$ cat src/rtl/assert_macros.svh
// Assertion macros shared by the RTL modules.
// Each macro expands to one labeled concurrent assertion on clk, disabled in reset.
`ifndef ASSERT_MACROS_SVH
`define ASSERT_MACROS_SVH

// Implication checked on every rising edge of clk outside reset.
`define ASSERT_IMPL(label, ante, cons, msg) \
  label: assert property (@(posedge clk) disable iff (!rst_n) (ante) |-> (cons)) \
    else $error(msg);

// Implication with the consequent checked in the cycle after the antecedent.
`define ASSERT_NEXT(label, ante, cons, msg) \
  label: assert property (@(posedge clk) disable iff (!rst_n) (ante) |=> (cons)) \
    else $error(msg);

`endif

$ cat src/rtl/aes256_pkg.sv
// Package for the AES-256 block cipher: command types, S-box tables, GF(2^8) helpers.
// Used by aes256_ctrl, aes256_dp and aes256_block_cipher.
`default_nettype none
package aes256_pkg;

  localparam int Rounds   = 14;
  localparam int Words    = 60;
  localparam int KeyWords = 8;
  localparam int RndW     = 4;
  localparam int WIdxW    = 6;

  localparam logic [1:0] CFG_KEY0 = 2'd0;
  localparam logic [1:0] CFG_KEY1 = 2'd1;
  localparam logic [1:0] CFG_KEY2 = 2'd2;
  localparam logic [1:0] CFG_KEY3 = 2'd3;
  localparam int CfgIdxW = 2;

  localparam logic CMD_ENC = 1'b0;
  localparam logic CMD_DEC = 1'b1;

  typedef struct packed {
    logic         load;      // capture input block (the first round key is added afterwards)
    logic         round;     // run one round
    logic         last;      // the round is the final one (no mix)
    logic [RndW-1:0] rnd;    // round number for the key read
    logic         kx_start;  // start key expansion
    logic         kx_step;   // compute one expanded word
    logic         dec;       // direction of the block in flight
  } dp_cmd_t;

  typedef struct packed {
    logic kx_done;
  } dp_sts_t;

  localparam logic [7:0] SBOX [256] = '{
    8'h63,8'h7c,8'h77,8'h7b,8'hf2,8'h6b,8'h6f,8'hc5,8'h30,8'h01,8'h67,8'h2b,8'hfe,8'hd7,8'hab,8'h76,
    8'hca,8'h82,8'hc9,8'h7d,8'hfa,8'h59,8'h47,8'hf0,8'had,8'hd4,8'ha2,8'haf,8'h9c,8'ha4,8'h72,8'hc0,
    8'hb7,8'hfd,8'h93,8'h26,8'h36,8'h3f,8'hf7,8'hcc,8'h34,8'ha5,8'he5,8'hf1,8'h71,8'hd8,8'h31,8'h15,
    8'h04,8'hc7,8'h23,8'hc3,8'h18,8'h96,8'h05,8'h9a,8'h07,8'h12,8'h80,8'he2,8'heb,8'h27,8'hb2,8'h75,
    8'h09,8'h83,8'h2c,8'h1a,8'h1b,8'h6e,8'h5a,8'ha0,8'h52,8'h3b,8'hd6,8'hb3,8'h29,8'he3,8'h2f,8'h84,
    8'h53,8'hd1,8'h00,8'hed,8'h20,8'hfc,8'hb1,8'h5b,8'h6a,8'hcb,8'hbe,8'h39,8'h4a,8'h4c,8'h58,8'hcf,
    8'hd0,8'hef,8'haa,8'hfb,8'h43,8'h4d,8'h33,8'h85,8'h45,8'hf9,8'h02,8'h7f,8'h50,8'h3c,8'h9f,8'ha8,
    8'h51,8'ha3,8'h40,8'h8f,8'h92,8'h9d,8'h38,8'hf5,8'hbc,8'hb6,8'hda,8'h21,8'h10,8'hff,8'hf3,8'hd2,
    8'hcd,8'h0c,8'h13,8'hec,8'h5f,8'h97,8'h44,8'h17,8'hc4,8'ha7,8'h7e,8'h3d,8'h64,8'h5d,8'h19,8'h73,
    8'h60,8'h81,8'h4f,8'hdc,8'h22,8'h2a,8'h90,8'h88,8'h46,8'hee,8'hb8,8'h14,8'hde,8'h5e,8'h0b,8'hdb,
    8'he0,8'h32,8'h3a,8'h0a,8'h49,8'h06,8'h24,8'h5c,8'hc2,8'hd3,8'hac,8'h62,8'h91,8'h95,8'he4,8'h79,
    8'he7,8'hc8,8'h37,8'h6d,8'h8d,8'hd5,8'h4e,8'ha9,8'h6c,8'h56,8'hf4,8'hea,8'h65,8'h7a,8'hae,8'h08,
    8'hba,8'h78,8'h25,8'h2e,8'h1c,8'ha6,8'hb4,8'hc6,8'he8,8'hdd,8'h74,8'h1f,8'h4b,8'hbd,8'h8b,8'h8a,
    8'h70,8'h3e,8'hb5,8'h66,8'h48,8'h03,8'hf6,8'h0e,8'h61,8'h35,8'h57,8'hb9,8'h86,8'hc1,8'h1d,8'h9e,
    8'he1,8'hf8,8'h98,8'h11,8'h69,8'hd9,8'h8e,8'h94,8'h9b,8'h1e,8'h87,8'he9,8'hce,8'h55,8'h28,8'hdf,
    8'h8c,8'ha1,8'h89,8'h0d,8'hbf,8'he6,8'h42,8'h68,8'h41,8'h99,8'h2d,8'h0f,8'hb0,8'h54,8'hbb,8'h16
  };

  localparam logic [7:0] INV_SBOX [256] = '{
    8'h52,8'h09,8'h6a,8'hd5,8'h30,8'h36,8'ha5,8'h38,8'hbf,8'h40,8'ha3,8'h9e,8'h81,8'hf3,8'hd7,8'hfb,
    8'h7c,8'he3,8'h39,8'h82,8'h9b,8'h2f,8'hff,8'h87,8'h34,8'h8e,8'h43,8'h44,8'hc4,8'hde,8'he9,8'hcb,
    8'h54,8'h7b,8'h94,8'h32,8'ha6,8'hc2,8'h23,8'h3d,8'hee,8'h4c,8'h95,8'h0b,8'h42,8'hfa,8'hc3,8'h4e,
    8'h08,8'h2e,8'ha1,8'h66,8'h28,8'hd9,8'h24,8'hb2,8'h76,8'h5b,8'ha2,8'h49,8'h6d,8'h8b,8'hd1,8'h25,
    8'h72,8'hf8,8'hf6,8'h64,8'h86,8'h68,8'h98,8'h16,8'hd4,8'ha4,8'h5c,8'hcc,8'h5d,8'h65,8'hb6,8'h92,
    8'h6c,8'h70,8'h48,8'h50,8'hfd,8'hed,8'hb9,8'hda,8'h5e,8'h15,8'h46,8'h57,8'ha7,8'h8d,8'h9d,8'h84,
    8'h90,8'hd8,8'hab,8'h00,8'h8c,8'hbc,8'hd3,8'h0a,8'hf7,8'he4,8'h58,8'h05,8'hb8,8'hb3,8'h45,8'h06,
    8'hd0,8'h2c,8'h1e,8'h8f,8'hca,8'h3f,8'h0f,8'h02,8'hc1,8'haf,8'hbd,8'h03,8'h01,8'h13,8'h8a,8'h6b,
    8'h3a,8'h91,8'h11,8'h41,8'h4f,8'h67,8'hdc,8'hea,8'h97,8'hf2,8'hcf,8'hce,8'hf0,8'hb4,8'he6,8'h73,
    8'h96,8'hac,8'h74,8'h22,8'he7,8'had,8'h35,8'h85,8'he2,8'hf9,8'h37,8'he8,8'h1c,8'h75,8'hdf,8'h6e,
    8'h47,8'hf1,8'h1a,8'h71,8'h1d,8'h29,8'hc5,8'h89,8'h6f,8'hb7,8'h62,8'h0e,8'haa,8'h18,8'hbe,8'h1b,
    8'hfc,8'h56,8'h3e,8'h4b,8'hc6,8'hd2,8'h79,8'h20,8'h9a,8'hdb,8'hc0,8'hfe,8'h78,8'hcd,8'h5a,8'hf4,
    8'h1f,8'hdd,8'ha8,8'h33,8'h88,8'h07,8'hc7,8'h31,8'hb1,8'h12,8'h10,8'h59,8'h27,8'h80,8'hec,8'h5f,
    8'h60,8'h51,8'h7f,8'ha9,8'h19,8'hb5,8'h4a,8'h0d,8'h2d,8'he5,8'h7a,8'h9f,8'h93,8'hc9,8'h9c,8'hef,
    8'ha0,8'he0,8'h3b,8'h4d,8'hae,8'h2a,8'hf5,8'hb0,8'hc8,8'heb,8'hbb,8'h3c,8'h83,8'h53,8'h99,8'h61,
    8'h17,8'h2b,8'h04,8'h7e,8'hba,8'h77,8'hd6,8'h26,8'he1,8'h69,8'h14,8'h63,8'h55,8'h21,8'h0c,8'h7d
  };

  function automatic logic [7:0] xtime(input logic [7:0] a);
    xtime = {a[6:0], 1'b0} ^ (a[7] ? 8'h1b : 8'h00);
  endfunction

  function automatic logic [31:0] sub_word(input logic [31:0] w);
    sub_word = {SBOX[w[31:24]], SBOX[w[23:16]], SBOX[w[15:8]], SBOX[w[7:0]]};
  endfunction

endpackage
`default_nettype wire

$ cat src/rtl/aes256_ctrl.sv
// Sequencer for the AES-256 cipher: handshake, key expansion and round count.
// Depends on aes256_pkg and assert_macros.svh.
`default_nettype none
`include "assert_macros.svh"
module aes256_ctrl
  import aes256_pkg::*;
(
  input  wire logic    clk,
  input  wire logic    rst_n,
  input  wire logic    in_tvalid,
  output logic         in_tready,
  input  wire logic    in_cmd,
  input  wire logic    key_write,
  output logic         out_tvalid,
  input  wire logic    out_tready,
  output dp_cmd_t      cmd,
  input  wire dp_sts_t sts
);

  localparam logic [2:0] ST_IDLE = 3'd0;
  localparam logic [2:0] ST_KX   = 3'd1;
  localparam logic [2:0] ST_LOAD = 3'd2;
  localparam logic [2:0] ST_RND  = 3'd3;
  localparam logic [2:0] ST_OUT  = 3'd4;

  logic [2:0]      state_r, state_nxt;
  logic [RndW-1:0] cnt_r, cnt_nxt;
  logic            keys_ok_r, keys_ok_nxt;
  logic            dec_r, dec_nxt;
  logic            in_acc;

  assign in_tready  = (state_r == ST_IDLE);
  assign out_tvalid = (state_r == ST_OUT);
  assign in_acc     = in_tvalid && in_tready;

  always_comb begin
    state_nxt   = state_r;
    cnt_nxt     = cnt_r;
    keys_ok_nxt = keys_ok_r;
    dec_nxt     = dec_r;
    cmd         = '0;
    cmd.dec     = dec_r;
    case (state_r)
      ST_IDLE: begin
        if (in_acc) begin
          dec_nxt = in_cmd;
          cmd.dec = in_cmd;
          cmd.load = 1'b1;
          // latch the block now; expansion runs before the first key read
          if (keys_ok_r) begin
            cmd.rnd   = (in_cmd == CMD_DEC) ? RndW'(Rounds) : '0;
            state_nxt = ST_LOAD;
          end else begin
            cmd.kx_start = 1'b1;
            state_nxt    = ST_KX;
          end
        end
      end
      ST_KX: begin
        cmd.kx_step = 1'b1;
        if (sts.kx_done) begin
          keys_ok_nxt = 1'b1;
          state_nxt   = ST_LOAD;
        end
      end
      ST_LOAD: begin
        // apply the first round key to the stored block
        cmd.rnd   = dec_r ? RndW'(Rounds) : '0;
        cmd.round = 1'b0;
        cnt_nxt   = RndW'(1);
        state_nxt = ST_RND;
      end
      ST_RND: begin
        cmd.round = 1'b1;
        cmd.last  = (cnt_r == RndW'(Rounds));
        cmd.rnd   = dec_r ? RndW'(Rounds) - cnt_r : cnt_r;
        cnt_nxt   = cnt_r + RndW'(1);
        if (cnt_r == RndW'(Rounds)) state_nxt = ST_OUT;
      end
      ST_OUT: begin
        if (out_tready) state_nxt = ST_IDLE;
      end
      default: state_nxt = ST_IDLE;
    endcase
    if (key_write) keys_ok_nxt = 1'b0;
  end

  always_ff @(posedge clk) begin
    if (!rst_n) begin
      state_r   <= ST_IDLE;
      cnt_r     <= '0;
      keys_ok_r <= 1'b0;
      dec_r     <= 1'b0;
    end else begin
      state_r   <= state_nxt;
      cnt_r     <= cnt_nxt;
      keys_ok_r <= keys_ok_nxt;
      dec_r     <= dec_nxt;
    end
  end

  `ASSERT_NEXT(a_kx_needs_stale, in_acc && !keys_ok_r, state_r == ST_KX, "keys not expanded")
  `ASSERT_IMPL(a_cnt_range, state_r == ST_RND, cnt_r != '0 && cnt_r <= RndW'(Rounds), "bad round")
  `ASSERT_NEXT(a_done_out, state_r == ST_RND && cnt_r == RndW'(Rounds), out_tvalid, "no result")

endmodule
`default_nettype wire

$ cat config.mk
export PLATFORM = sky130hd
export DESIGN_NAME = aes256_ctrl
export DESIGN_NICKNAME = d
export VERILOG_FILES = /design/src/rtl/aes256_pkg.sv /design/src/rtl/aes256_ctrl.sv
export VERILOG_INCLUDE_DIRS = /design/src /design/src/rtl
export SDC_FILE = /design/constraint.sdc
export NUM_CORES = 1
export LEC_CHECK = 0
export ABC_AREA = 1
export BUFFER_PORTS_ARGS = -buffer_cell sky130_fd_sc_hd__buf_2
export CAP_MARGIN = 30
export CORE_MARGIN = 2
export CORE_UTILIZATION = 46
export CTS_BUF_LIST = sky130_fd_sc_hd__clkbuf_2
export DETAILED_ROUTE_END_ITERATION = 8
export GPL_TIMING_DRIVEN = 0
export PLACE_DENSITY = 0.79
export SYNTH_ARGS = -nofsm -noshare
export SYNTH_HDL_FRONTEND = slang
export SYNTH_SLANG_ARGS = --single-unit
$ cat constraint.sdc
create_clock -name clk -period 1.1 [get_ports clk]
set_input_delay 0.055 -clock clk [delete_from_list [all_inputs] [get_ports clk]]
set_output_delay 0.055 -clock clk [all_outputs]
set_load 0.01 [all_outputs]
# [Word-level counts from Yosys, hierarchy flattened]
# Cells that the tools add are included.
# W data, S select, Z words.
[word_totals] in_bits=7 ff_bits=9
[op_classes] mux=22 eq_ne=9 n_addsub=2 n_reduce_logical=6 n_bitwise=1
[op_table] op="$mux W4" count=4
[op_table] op="$pmux W3 S5" count=1
[op_table] op="$mux W3" count=4
[op_table] op="$pmux W4 S3" count=1
[op_table] op="$mux W1" count=9
[op_table] op="$pmux W4 S2" count=1
[op_table] op="$eq A3 B2 Y1 const B" count=2
[op_table] op="$mux W5" count=1
[op_table] op="$add A4 B1 Y4 const B" count=1
[op_table] op="$eq A4 B4 Y1 const B" count=1
[op_table] op="$ne A2 B1 Y1 const B" count=2
[op_table] op="$ne A2 B2 Y1 const B" count=2
[op_table] op="$reduce_and A4 Y1" count=1
[op_table] op="$sub A4 B4 Y4 const A" count=1
[op_table] op="$eq A3 B1 Y1 const B" count=1
[op_table] op="$eq A3 B3 Y1 const B" count=1
[op_table] op="$logic_not A3 Y1" count=1
[op_table] op="$mux W2" count=1
[op_table] op="$reduce_and A2 Y1" count=1
[op_table] op="$reduce_bool A2 Y1" count=1
[op_table] op="$reduce_or A2 Y1" count=1
[op_table] op="$logic_and A1 B1 Y1" count=1
[op_table] op="$not A1 Y1" count=1

# [Longest topological paths before layout]
# Gate-level depths: netlist (run 1).
[logic_depth] ltp_word=4 ltp_mapped=9

# [Worst setup path after synthesis (run 1)]
# No wires, ideal clock.
[synth_timing] path_kind="reg-to-reg" startpoint="reg cnt_r[0]" endpoint="reg state_r[1]" slack_ns=-0.056 arrival_time_ns=1.044 n_path_buf=0 path_stages_with_launch=10 cell_sequence="dfxtp_1 -> inv_1 -> ha_1 -> nand3_1 -> nand2_1 -> nand2_1 -> nor2_1 -> inv_2 -> nor2_1 -> nor2_1"
[synth_via] elab_chain_cells=3
[synth_lines] item="start: declaration" line_no="aes256_ctrl.sv:27" source="logic [RndW-1:0] cnt_r, cnt_nxt;"
[synth_lines] item="start signal: assignment" line_no="aes256_ctrl.sv:96" source="cnt_r <= cnt_nxt;"
[synth_lines] item="$eq A4 B4 Y1" line_no="aes256_ctrl.sv:78" source="if (cnt_r == RndW'(Rounds)) state_nxt = ST_OUT;"
[synth_lines] item="$ne A2 B2 Y1 (no source line)"
[synth_lines] item="$reduce_and A4 Y1 (no source line)"
[synth_lines] item="end signal: assignment" line_no="aes256_ctrl.sv:95" source="state_r <= state_nxt;"
[synth_lines] item="end: declaration" line_no="aes256_ctrl.sv:26" source="logic [2:0] state_r, state_nxt;"
# Every way passes these cells.
# A chain may end at the register's enable or synchronous reset.

==> reports/qor.txt, run 1 <==
status: finished, violations left
failing checks: negative setup slack
CP startpoint: cnt_r[0]
vias in the first global route: 689
io pins: 19
Slew headroom: 0.744
crit path to: cmd[4]
Worst-Skew Late Latency: 260 ps
Hold Crit Class: in -> reg
final setup fails: 21
diode count: 0
Die H: 40.6 µm
unrepaired setup endpoints after global routing: true
Reg2Reg Capture Point: state_r[1]
Die Wd: 40.6 µm
commonest cells after routing, fill and taps aside: 15 x buf_6, 13 x nand2_1, 12 x buf_4, 11 x buf_2
leak pwr: 0.532 nW
final setup margin: -426 ps
Detailed Route WL: 2990 µm
#FFs+latches synth: 9
post-synth cell types: 21
Post-Syn Area: 617 µm²
grt ovf: 0
CP peak stage delay: 410 ps
final hold violations: 0
GRT Total Usage: 0.293
Rows: 13
Total Power: 0.00256 W
Via density: 5.64
crit path capture type: output port
Slew @ Worst Pin: 383 ps
die area: 1650 µm²
clock tree from TritonCTS: yes
CP Data Arrival Time: 1470 ps
pwr/cell area: 2100 nW/µm²
fmax: 655 MHz
Max Cap Viol: 0
antenna violations before repair: 0
FF-to-FF setup slack: -270 ps
CP delay by family, top: flip-flops
syn_nets: 104
Critical Path RT: 1040 ps
CTS clk-pin slew, worst paths: 120 ps
fin crit period: 1530 ps
hpwl dp: 1090 µm
CTS Root Cell: clkbuf_2
Via Count: 863
CTS Buffer Depth: 2
clock sink total: 9
CP startpoint kind: register
Worst Skew: 17.2 ps
synthesis-to-layout area growth: 98.2%
# H-tree levels: 1
VDD IR-drop max: 1.95 mV
core footprint: 1270 µm²
Crit-path slowest cell: dfxtp_4
worst-path cell chain: inv_4, ha_4, nand2_1, o21ai_1, nand2_1, nand2_1, buf_2
CP Class: reg -> out
first-pass GRT wire length: 3110 µm
port bufs: 18
post-synthesis cell count: 95
post-DR wirelength/cell: 19.5 µm
Crit path depth: 7
max-slew violation count: 0
post-route antenna net violation count: 0
Num CTS Buffers: 3
WP buf/inv: 2
initial core utilization: 0.486
Post-route DRC: 0
post-synthesis sequential area ratio: 0.292
nets@finish: 148
drt initial violations: 20
layout cells sized above 1: 0.703
most common cell after layout, fill and taps aside: buf_6
CP max FO: 3
Syn Area/Cell: 6.49 µm²
Final Cycle Share: 1.39
r2r startpoint: state_r[2]
Placer Congestion: 0.771
yosys warns: 0
TritonRoute pass-1 iters: 4
Worst path most repeated cell: nand2_1
Reg2Reg Depth: 9
largest net degree at the start of global routing: 8
final hold slack: 89.6 ps
power breakdown:
| part | total [W] | switching, W | leakage (nW) | internal (W) |
|---|---|---|---|---|
| Sequential | 0.000545 | 0.000126 | 0.0774 | 0.000419 |
| Combinational | 0.00179 | 0.000978 | 0.438 | 0.000810 |
| Clock | 0.000230 | 0.000133 | 0.0166 | 0.0000966 |
how the worst min path moves through the flow:
stage	slack, ps	endpoint	startpoint	depth (start not counted)
floorplan	130	keys_ok_r	key_write	1
global placement	220	keys_ok_r	key_write	2
detailed placement	220	keys_ok_r	key_write	2
CTS	20	state_r[1]	rst_n	3
global route	90	state_r[1]	rst_n	3
finish	90	state_r[1]	rst_n	3
worst register-to-register path: stages, from the launching register on:
cell and delay (ps):
dfxtp_4 400, buf_12 110, nor2_4 40, buf_6 120, buf_6 110, nand2_4 50
nand2_4 50, o21ai_1 160, nand2_1 80, nor2_1 150
cell usage after synthesis:
library cell | number | area, µm²
a211oi_2 | 1 | 12.5
a21oi_1 | 6 | 30.0
a21oi_2 | 1 | 8.76
a31oi_2 | 1 | 12.5
buf_4 | 2 | 15.0
dfxtp_1 | 9 | 180
ha_1 | 2 | 25.0
inv_1 | 14 | 52.6
inv_2 | 4 | 15.0
nand2_1 | 22 | 82.6
nand2_2 | 3 | 18.8
nand3_1 | 7 | 35.0
nor2_1 | 10 | 37.5
nor2_2 | 2 | 12.5
nor2_4 | 2 | 22.5
nor3_1 | 1 | 5.00
o21a_1 | 1 | 7.51
o21ai_0 | 3 | 15.0
o21ai_1 | 1 | 5.00
o22ai_1 | 1 | 6.26
xor2_1 | 2 | 17.5
routing by layer:
layer,vias to the layer above,GRT usage,part of all wire
li1,384,-,-
met1,393,0.330,0.38
met2,60,0.532,0.47
met3,26,0.0380,0.074
met4,0,0.150,0.076
met5,-,0,0
registers in the layout, indices dropped and copies added, names as in the netlist:
name / cells
cnt_r: 4
dec_r: 1
state_r: 3
keys_ok_r: 1
timing repair:
item,in CTS,in global routing
hold endpoints to repair,1,0
gates resized for setup,54,26
endpoints found under the setup margin,19,21
hold buffers,1,0
pin swaps,13,16
setup buffers,19,7
layout make-up:
cell class	count	area (µm²)
inverter	18	80.1
sequential	9	200
clock buffer	4	20.0
multi-input combinational	66	544
buffer	1	11.3
fill	27	46.3
timing repair buffer	40	348
tap	15	18.8
stage by stage:
stage | utilization | cells | setup TNS (ps) | instance area (µm²) | setup WS (ps)
floorplan | - | 95 | 0 | 638 | 2.33
global placement | 0.589 | 128 | -433 | 747 | -104
detailed placement | 0.589 | 128 | -735 | 747 | -131
CTS | 0.878 | 151 | -2800 | 1110 | -300
global route | 0.964 | 153 | -5390 | 1220 | -496
finish | 0.964 | 153 | -4310 | 1220 | -426
kinds of logic (layout without fill, tap and decap cells):
kind of cell / count (synthesis) / in the layout / share of synthesized area
xor gates and xnor gates: 2 / 2 / 0.0284
adders and majority gates: 2 / 2 / 0.0406
buffers and inverters: 20 / 63 / 0.134
AOI/OAI and AO/OA: 15 / 15 / 0.158
and+or+nand+nor: 47 / 47 / 0.347
DFF: 9 / 9 / 0.292
Power figures use the tool's default switching activity.
==> inputs of run 2 (changes only) <==
Settings changed: MAX_ROUTING_LAYER set to met4.
==> reports/qor.txt, run 2 (synthesized netlist as in run 1, its figures left out) <==
status: finished, violations left
failing checks: negative setup slack
GRT Total Usage: 0.302 (+0.00820)
FF-to-FF setup slack: -270 ps (about the same)
fin crit period: 1530 ps (+2.83 ps)
post-DR wirelength/cell: 19.6 µm (+0.43%)
VDD IR-drop max: 1.96 mV (+0.26%)
vias in the first global route: 689 (unchanged)
nets@finish: 148 (unchanged)
initial core utilization: 0.486 (unchanged)
TritonRoute pass-1 iters: 4 (unchanged)
pwr/cell area: 2100 nW/µm² (+0.26%)
layout cells sized above 1: 0.703 (unchanged)
Reg2Reg Capture Point: state_r[1]
Via density: 5.69 (+0.81%)
Die Wd: 40.6 µm (unchanged)
fmax: 654 MHz (-0.18%)
final setup fails: 21 (unchanged)
Top reg by flops: cnt_r
CP max FO: 3 (unchanged)
Via Count: 870 (+0.81%)
Slew @ Worst Pin: 387 ps (+3.22 ps)
CP Class: reg -> out
antenna violations before repair: 0 (unchanged)
r2r startpoint: state_r[2]
# H-tree levels: 1 (unchanged)
core footprint: 1270 µm² (unchanged)
Post-route DRC: 0 (unchanged)
max-slew violation count: 0 (unchanged)
Detailed Route WL: 3000 µm (+0.43%)
largest net degree at the start of global routing: 8 (unchanged)
io pins: 19 (unchanged)
worst hold endpoint: state_r[0]
Total Power: 0.00257 W (+0.26%)
hold path cells: 3 (unchanged)
Hold Path Origin: rst_n
Final Cycle Share: 1.39 (+0.00257)
grt ovf: 0 (unchanged)
CTS Root Cell: clkbuf_2
CP Data Arrival Time: 1470 ps (about the same)
die area: 1650 µm² (unchanged)
final setup margin: -429 ps (-2.83 ps)
diode count: 0 (unchanged)
drt initial violations: 32 (+60%)
unrepaired setup endpoints after global routing: true
CTS Buffer Depth: 2 (unchanged)
Max Cap Viol: 0 (unchanged)
Rows: 13 (unchanged)
Finished Layout Cells: 153 (unchanged)
Slew headroom: 0.742 (-0.00215)
leak pwr: 0.532 nW (unchanged)
Die H: 40.6 µm (unchanged)
clock tree from TritonCTS: yes
final hold violations: 0 (unchanged)
hpwl dp: 1090 µm (unchanged)
crit path capture type: output port
Hold Crit Class: in -> reg
fillers: 27 (unchanged)
post-route antenna net violation count: 0 (unchanged)
synthesis-to-layout area growth: 98.2% (unchanged)
fin area: 1220 µm² (unchanged)
CTS clk-pin slew, worst paths: 120 ps (about the same)
clock sink total: 9 (unchanged)
max reg flops: 4 (unchanged)
Worst Skew: 17.7 ps (+0.558 ps)
commonest cells after routing, fill and taps aside: 15 x buf_6, 13 x nand2_1, 12 x buf_4, 11 x buf_2
Largest regs: cnt_r (4), state_r (3)
Critical Path RT: 1040 ps (about the same)
Placer Congestion: 0.781 (+1.3%)
Num CTS Buffers: 3 (unchanged)
CP startpoint kind: register
placed instance area: 747 µm² (unchanged)
Reg2Reg Depth: 9 (unchanged)
most common cell after layout, fill and taps aside: buf_6
Worst-Skew Late Latency: 260 ps (about the same)
port bufs: 18 (unchanged)
first-pass GRT wire length: 3110 µm (unchanged)
Placed Cells: 128 (unchanged)
[run 2: how the worst max path moves through the flow]
stage,start,cells after the start,end,slack [ps]
after floorplan,cnt_r[0],9,state_r[1],2
after global placement,state_r[2],8,cmd[0],-100
after detailed placement,state_r[2],6,cmd[5],-130
after CTS,state_r[2],7,cmd[2],-300
after global routing,cnt_r[0],7,cmd[4],-500
final,cnt_r[0],7,cmd[4],-430
[run 2: power breakdown]
part | switching (W) | total, W | leakage (nW) | internal, W
logic | 0.000991 | 0.00180 | 0.438 | 0.000810
clock network | 0.000131 | 0.000227 | 0.0166 | 0.0000966
registers | 0.000123 | 0.000542 | 0.0774 | 0.000419
total | 0.00124 | 0.00257 | 0.532 | 0.00133
[run 2: layer usage]
layer,wire [µm],vias to the layer above,share of wire,track usage
li1,-,383,-,-
met1,1110,392,0.37,0.330
met2,1440,67,0.48,0.532
met3,225,28,0.075,0.0380
met4,229,0,0.076,0.150
met5,0,-,0,-
[run 2: layout make-up]
type | count | area (µm²) | share of cell area
plain buffers | 1 | 11.3 | 0.00921
clock buffers | 4 | 20.0 | 0.0164
inverters | 18 | 80.1 | 0.0655
multi-input cells | 66 | 544 | 0.445
flip-flops and latches | 9 | 200 | 0.164
well taps | 15 | 18.8 | 0.0154
repair buffers | 40 | 348 | 0.285
[run 2: through the flow]
stage,utilization,worst slack [ps],hold slack [ps],setup TNS [ps]
3_3_place_gp,0.589,-104,220,-433
4_1_cts,0.878,-300,24.8,-2800
6_report,0.964,-429,94.1,-4360
5_1_grt,0.964,-496,87.4,-5390
3_5_place_dp,0.589,-131,223,-735
2_1_floorplan,-,2.33,134,0
[run 2: timing repair]
action,in CTS,in global routing
endpoints found under the setup margin,19,21
gates resized for setup,54,26
endpoints found under the hold margin,1,0
hold buffers,1,0
buffers inserted,19,7
pin swaps,13,16
[run 2: critical path: stages (launching register included)]
cell and delay, ps:
dfxtp_4 400, inv_4 40, ha_4 260, nand2_1 70, o21ai_1 120, nand2_1 90, nand2_1 90, buf_2 140
==> inputs of run 3 (changes only) <==
Settings changed: REMOVE_ABC_BUFFERS set to 1, SETUP_SLACK_MARGIN set to 0.2.
==> reports/qor.txt, run 3 (synthesized netlist as in run 1, its figures left out) <==
Worst-Skew Late Latency: 250 ps (about the same)
Worst Skew: 22.0 ps (+4.33 ps)
failing checks: negative setup slack
clock tree from TritonCTS: yes
fin crit period: 1350 ps (-174 ps)
layout cells sized above 1: 0.633 (-0.0701)
Slew @ Worst Pin: 291 ps (-96.0 ps)
antenna violations before repair: 0 (unchanged)
grt met3 use: 0.0326 (-0.00543)
Die H: 40.6 µm (unchanged)
largest net degree at the start of global routing: 8 (unchanged)
final setup fails: 18 (-14%)
grt ovf: 0 (unchanged)
Placed Cells: 126 (-1.6%)
hold path cells: 3 (unchanged)
Critical Path RT: 1040 ps (about the same)
WP buf/inv: 1 (-1)
Post-route DRC: 0 (unchanged)
worst hold endpoint: state_r[1]
CP Data Arrival Time: 1300 ps (-170 ps)
Placer Congestion: 0.729 (-6.6%)
Detailed Route WL: 1820 µm (-39%)
nets@finish: 138 (-6.8%)
status: finished, violations left
synthesis-to-layout area growth: 69.0%
Die Wd: 40.6 µm (unchanged)
final setup margin: -255 ps (+174 ps)
FF-to-FF setup slack: -240 ps (+30 ps)
post-DR wirelength/cell: 12.7 µm (-35%)
vias in the first global route: 594 (-14%)
Final Cycle Share: 1.23 (-0.158)
final hold violations: 0 (unchanged)
Reg2Reg Capture Point: cnt_r[1]
VDD IR-drop max: 1.33 mV (-32%)
r2r startpoint: state_r[2]
max-slew violation count: 0 (unchanged)
CP peak stage delay: 360 ps (-40 ps)
pwr/cell area: 2040 nW/µm² (-2.9%)
setup_tns: -2660 ps (+1700 ps)
crit path capture type: output port
leak pwr: 0.466 nW (-12%)
CP delay by family, top: simple AND/OR/NAND/NOR gates
Finished Layout Cells: 143 (-6.5%)
fmax: 738 MHz (+13%)
Top reg by flops: cnt_r
Crit-path slowest cell: dfxtp_4
Hold Path Origin: rst_n
max reg flops: 4 (unchanged)
most common cell after layout, fill and taps aside: nand2_1
Via density: 5.10 (-10%)
unrepaired setup endpoints after global routing: true
diode count: 0 (unchanged)
core footprint: 1270 µm² (unchanged)
CTS clk-pin slew, worst paths: 110 ps (about the same)
Largest regs: cnt_r (4), state_r (3)
CP startpoint kind: register
GRT Total Usage: 0.236 (-0.0652)
met1 Track Usage GR: 0.257 (-0.0726)
Num CTS Buffers: 3 (unchanged)
initial core utilization: 0.486 (unchanged)
Max Cap Viol: 0 (unchanged)
Via Count: 730 (-16%)
die area: 1650 µm² (unchanged)
commonest cells after routing, fill and taps aside: 15 x nand2_1, 13 x buf_2, 9 x nand2_2, 9 x buf_6
drt initial violations: 24 (-25%)
# H-tree levels: 1 (unchanged)
M2 GR Usage: 0.425 (-0.107)
first-pass GRT wire length: 2420 µm (-22%)
final hold slack: 28.8 ps (-65.4 ps)
Slew headroom: 0.806 (+0.0641)
Top Usage Layer GRT: met2
Rows: 13 (unchanged)
Hold Crit Class: in -> reg
CTS Root Cell: clkbuf_2
post-route antenna net violation count: 0 (unchanged)
port bufs: 18 (unchanged)
hpwl dp: 1030 µm (-5.9%)
TritonRoute pass-1 iters: 4 (unchanged)
CTS Buffer Depth: 2 (unchanged)
io pins: 19 (unchanged)
clock sink total: 9 (unchanged)
CP max FO: 4 (+1)
Reg2Reg Depth: 9 (unchanged)
worst-path cell chain: nor2_4, nand2_2, nor2_4, nand2_1, nand2_1, buf_2
CP Class: reg -> out
run 3: metrics by stage:
step                total power, W  cell area, µm²  utilization  setup slack [ps]
CTS                        0.00183             943        0.744              -276
finish                     0.00213            1040        0.821              -255
global route               0.00228            1040        0.821              -348
detailed placement         0.00125             711        0.560              -175
global placement           0.00123             711        0.560              -146
floorplan                  0.00104             602            -             -56.3
run 3: timing repair:
item | 4_1_cts | 5_1_grt
hold endpoints to repair | 1 | 0
endpoints found under the setup margin | 21 | 21
buffers inserted | 9 | 3
gates cloned | 0 | 0
pin swaps | 7 | 10
hold buffers | 1 | 0
resized for setup | 38 | 27
run 3: worst register-to-register path: stages (launching register included):
cell,delay (ps)
dfxtp_4,360
buf_6,130
nor2_4,150
inv_4,80
buf_4,140
buf_4,130
nand2_4,60
o22ai_1,70
inv_1,70
nor2_1,30
run 3: worst max-delay path by stage:
stage	slack (ps)	start	end	cells after the start
final	-250	state_r[2]	cmd[0]	6
after global routing	-350	cnt_r[1]	cmd[5]	6
after CTS	-280	state_r[2]	cmd[0]	7
after detailed placement	-170	cnt_r[0]	state_r[1]	9
after global placement	-150	cnt_r[0]	state_r[1]	9
after floorplan	-60	cnt_r[0]	state_r[1]	9
run 3: area by class of cell:
| class | count | area, µm² |
|---|---|---|
| multi-input combinational | 66 | 479 |
| timing repair buffer | 31 | 236 |
| fill | 75 | 226 |
| sequential | 9 | 205 |
| inverter | 18 | 82.6 |
| clock buffer | 4 | 20.0 |
| tap | 15 | 18.8 |
run 3: where the power goes:
group	internal [W]	leakage (nW)	switching, W
Combinational	0.000612	0.371	0.000759
Sequential	0.000418	0.0786	0.000120
Clock	0.0000966	0.0166	0.000120
run 3: metal layers:
layer,vias up,share of wire,wire [µm]
met5,-,0,0
met4,0,0.0077,14
met2,14,0.54,980
met1,354,0.42,768
li1,360,-,-
met3,2,0.032,58
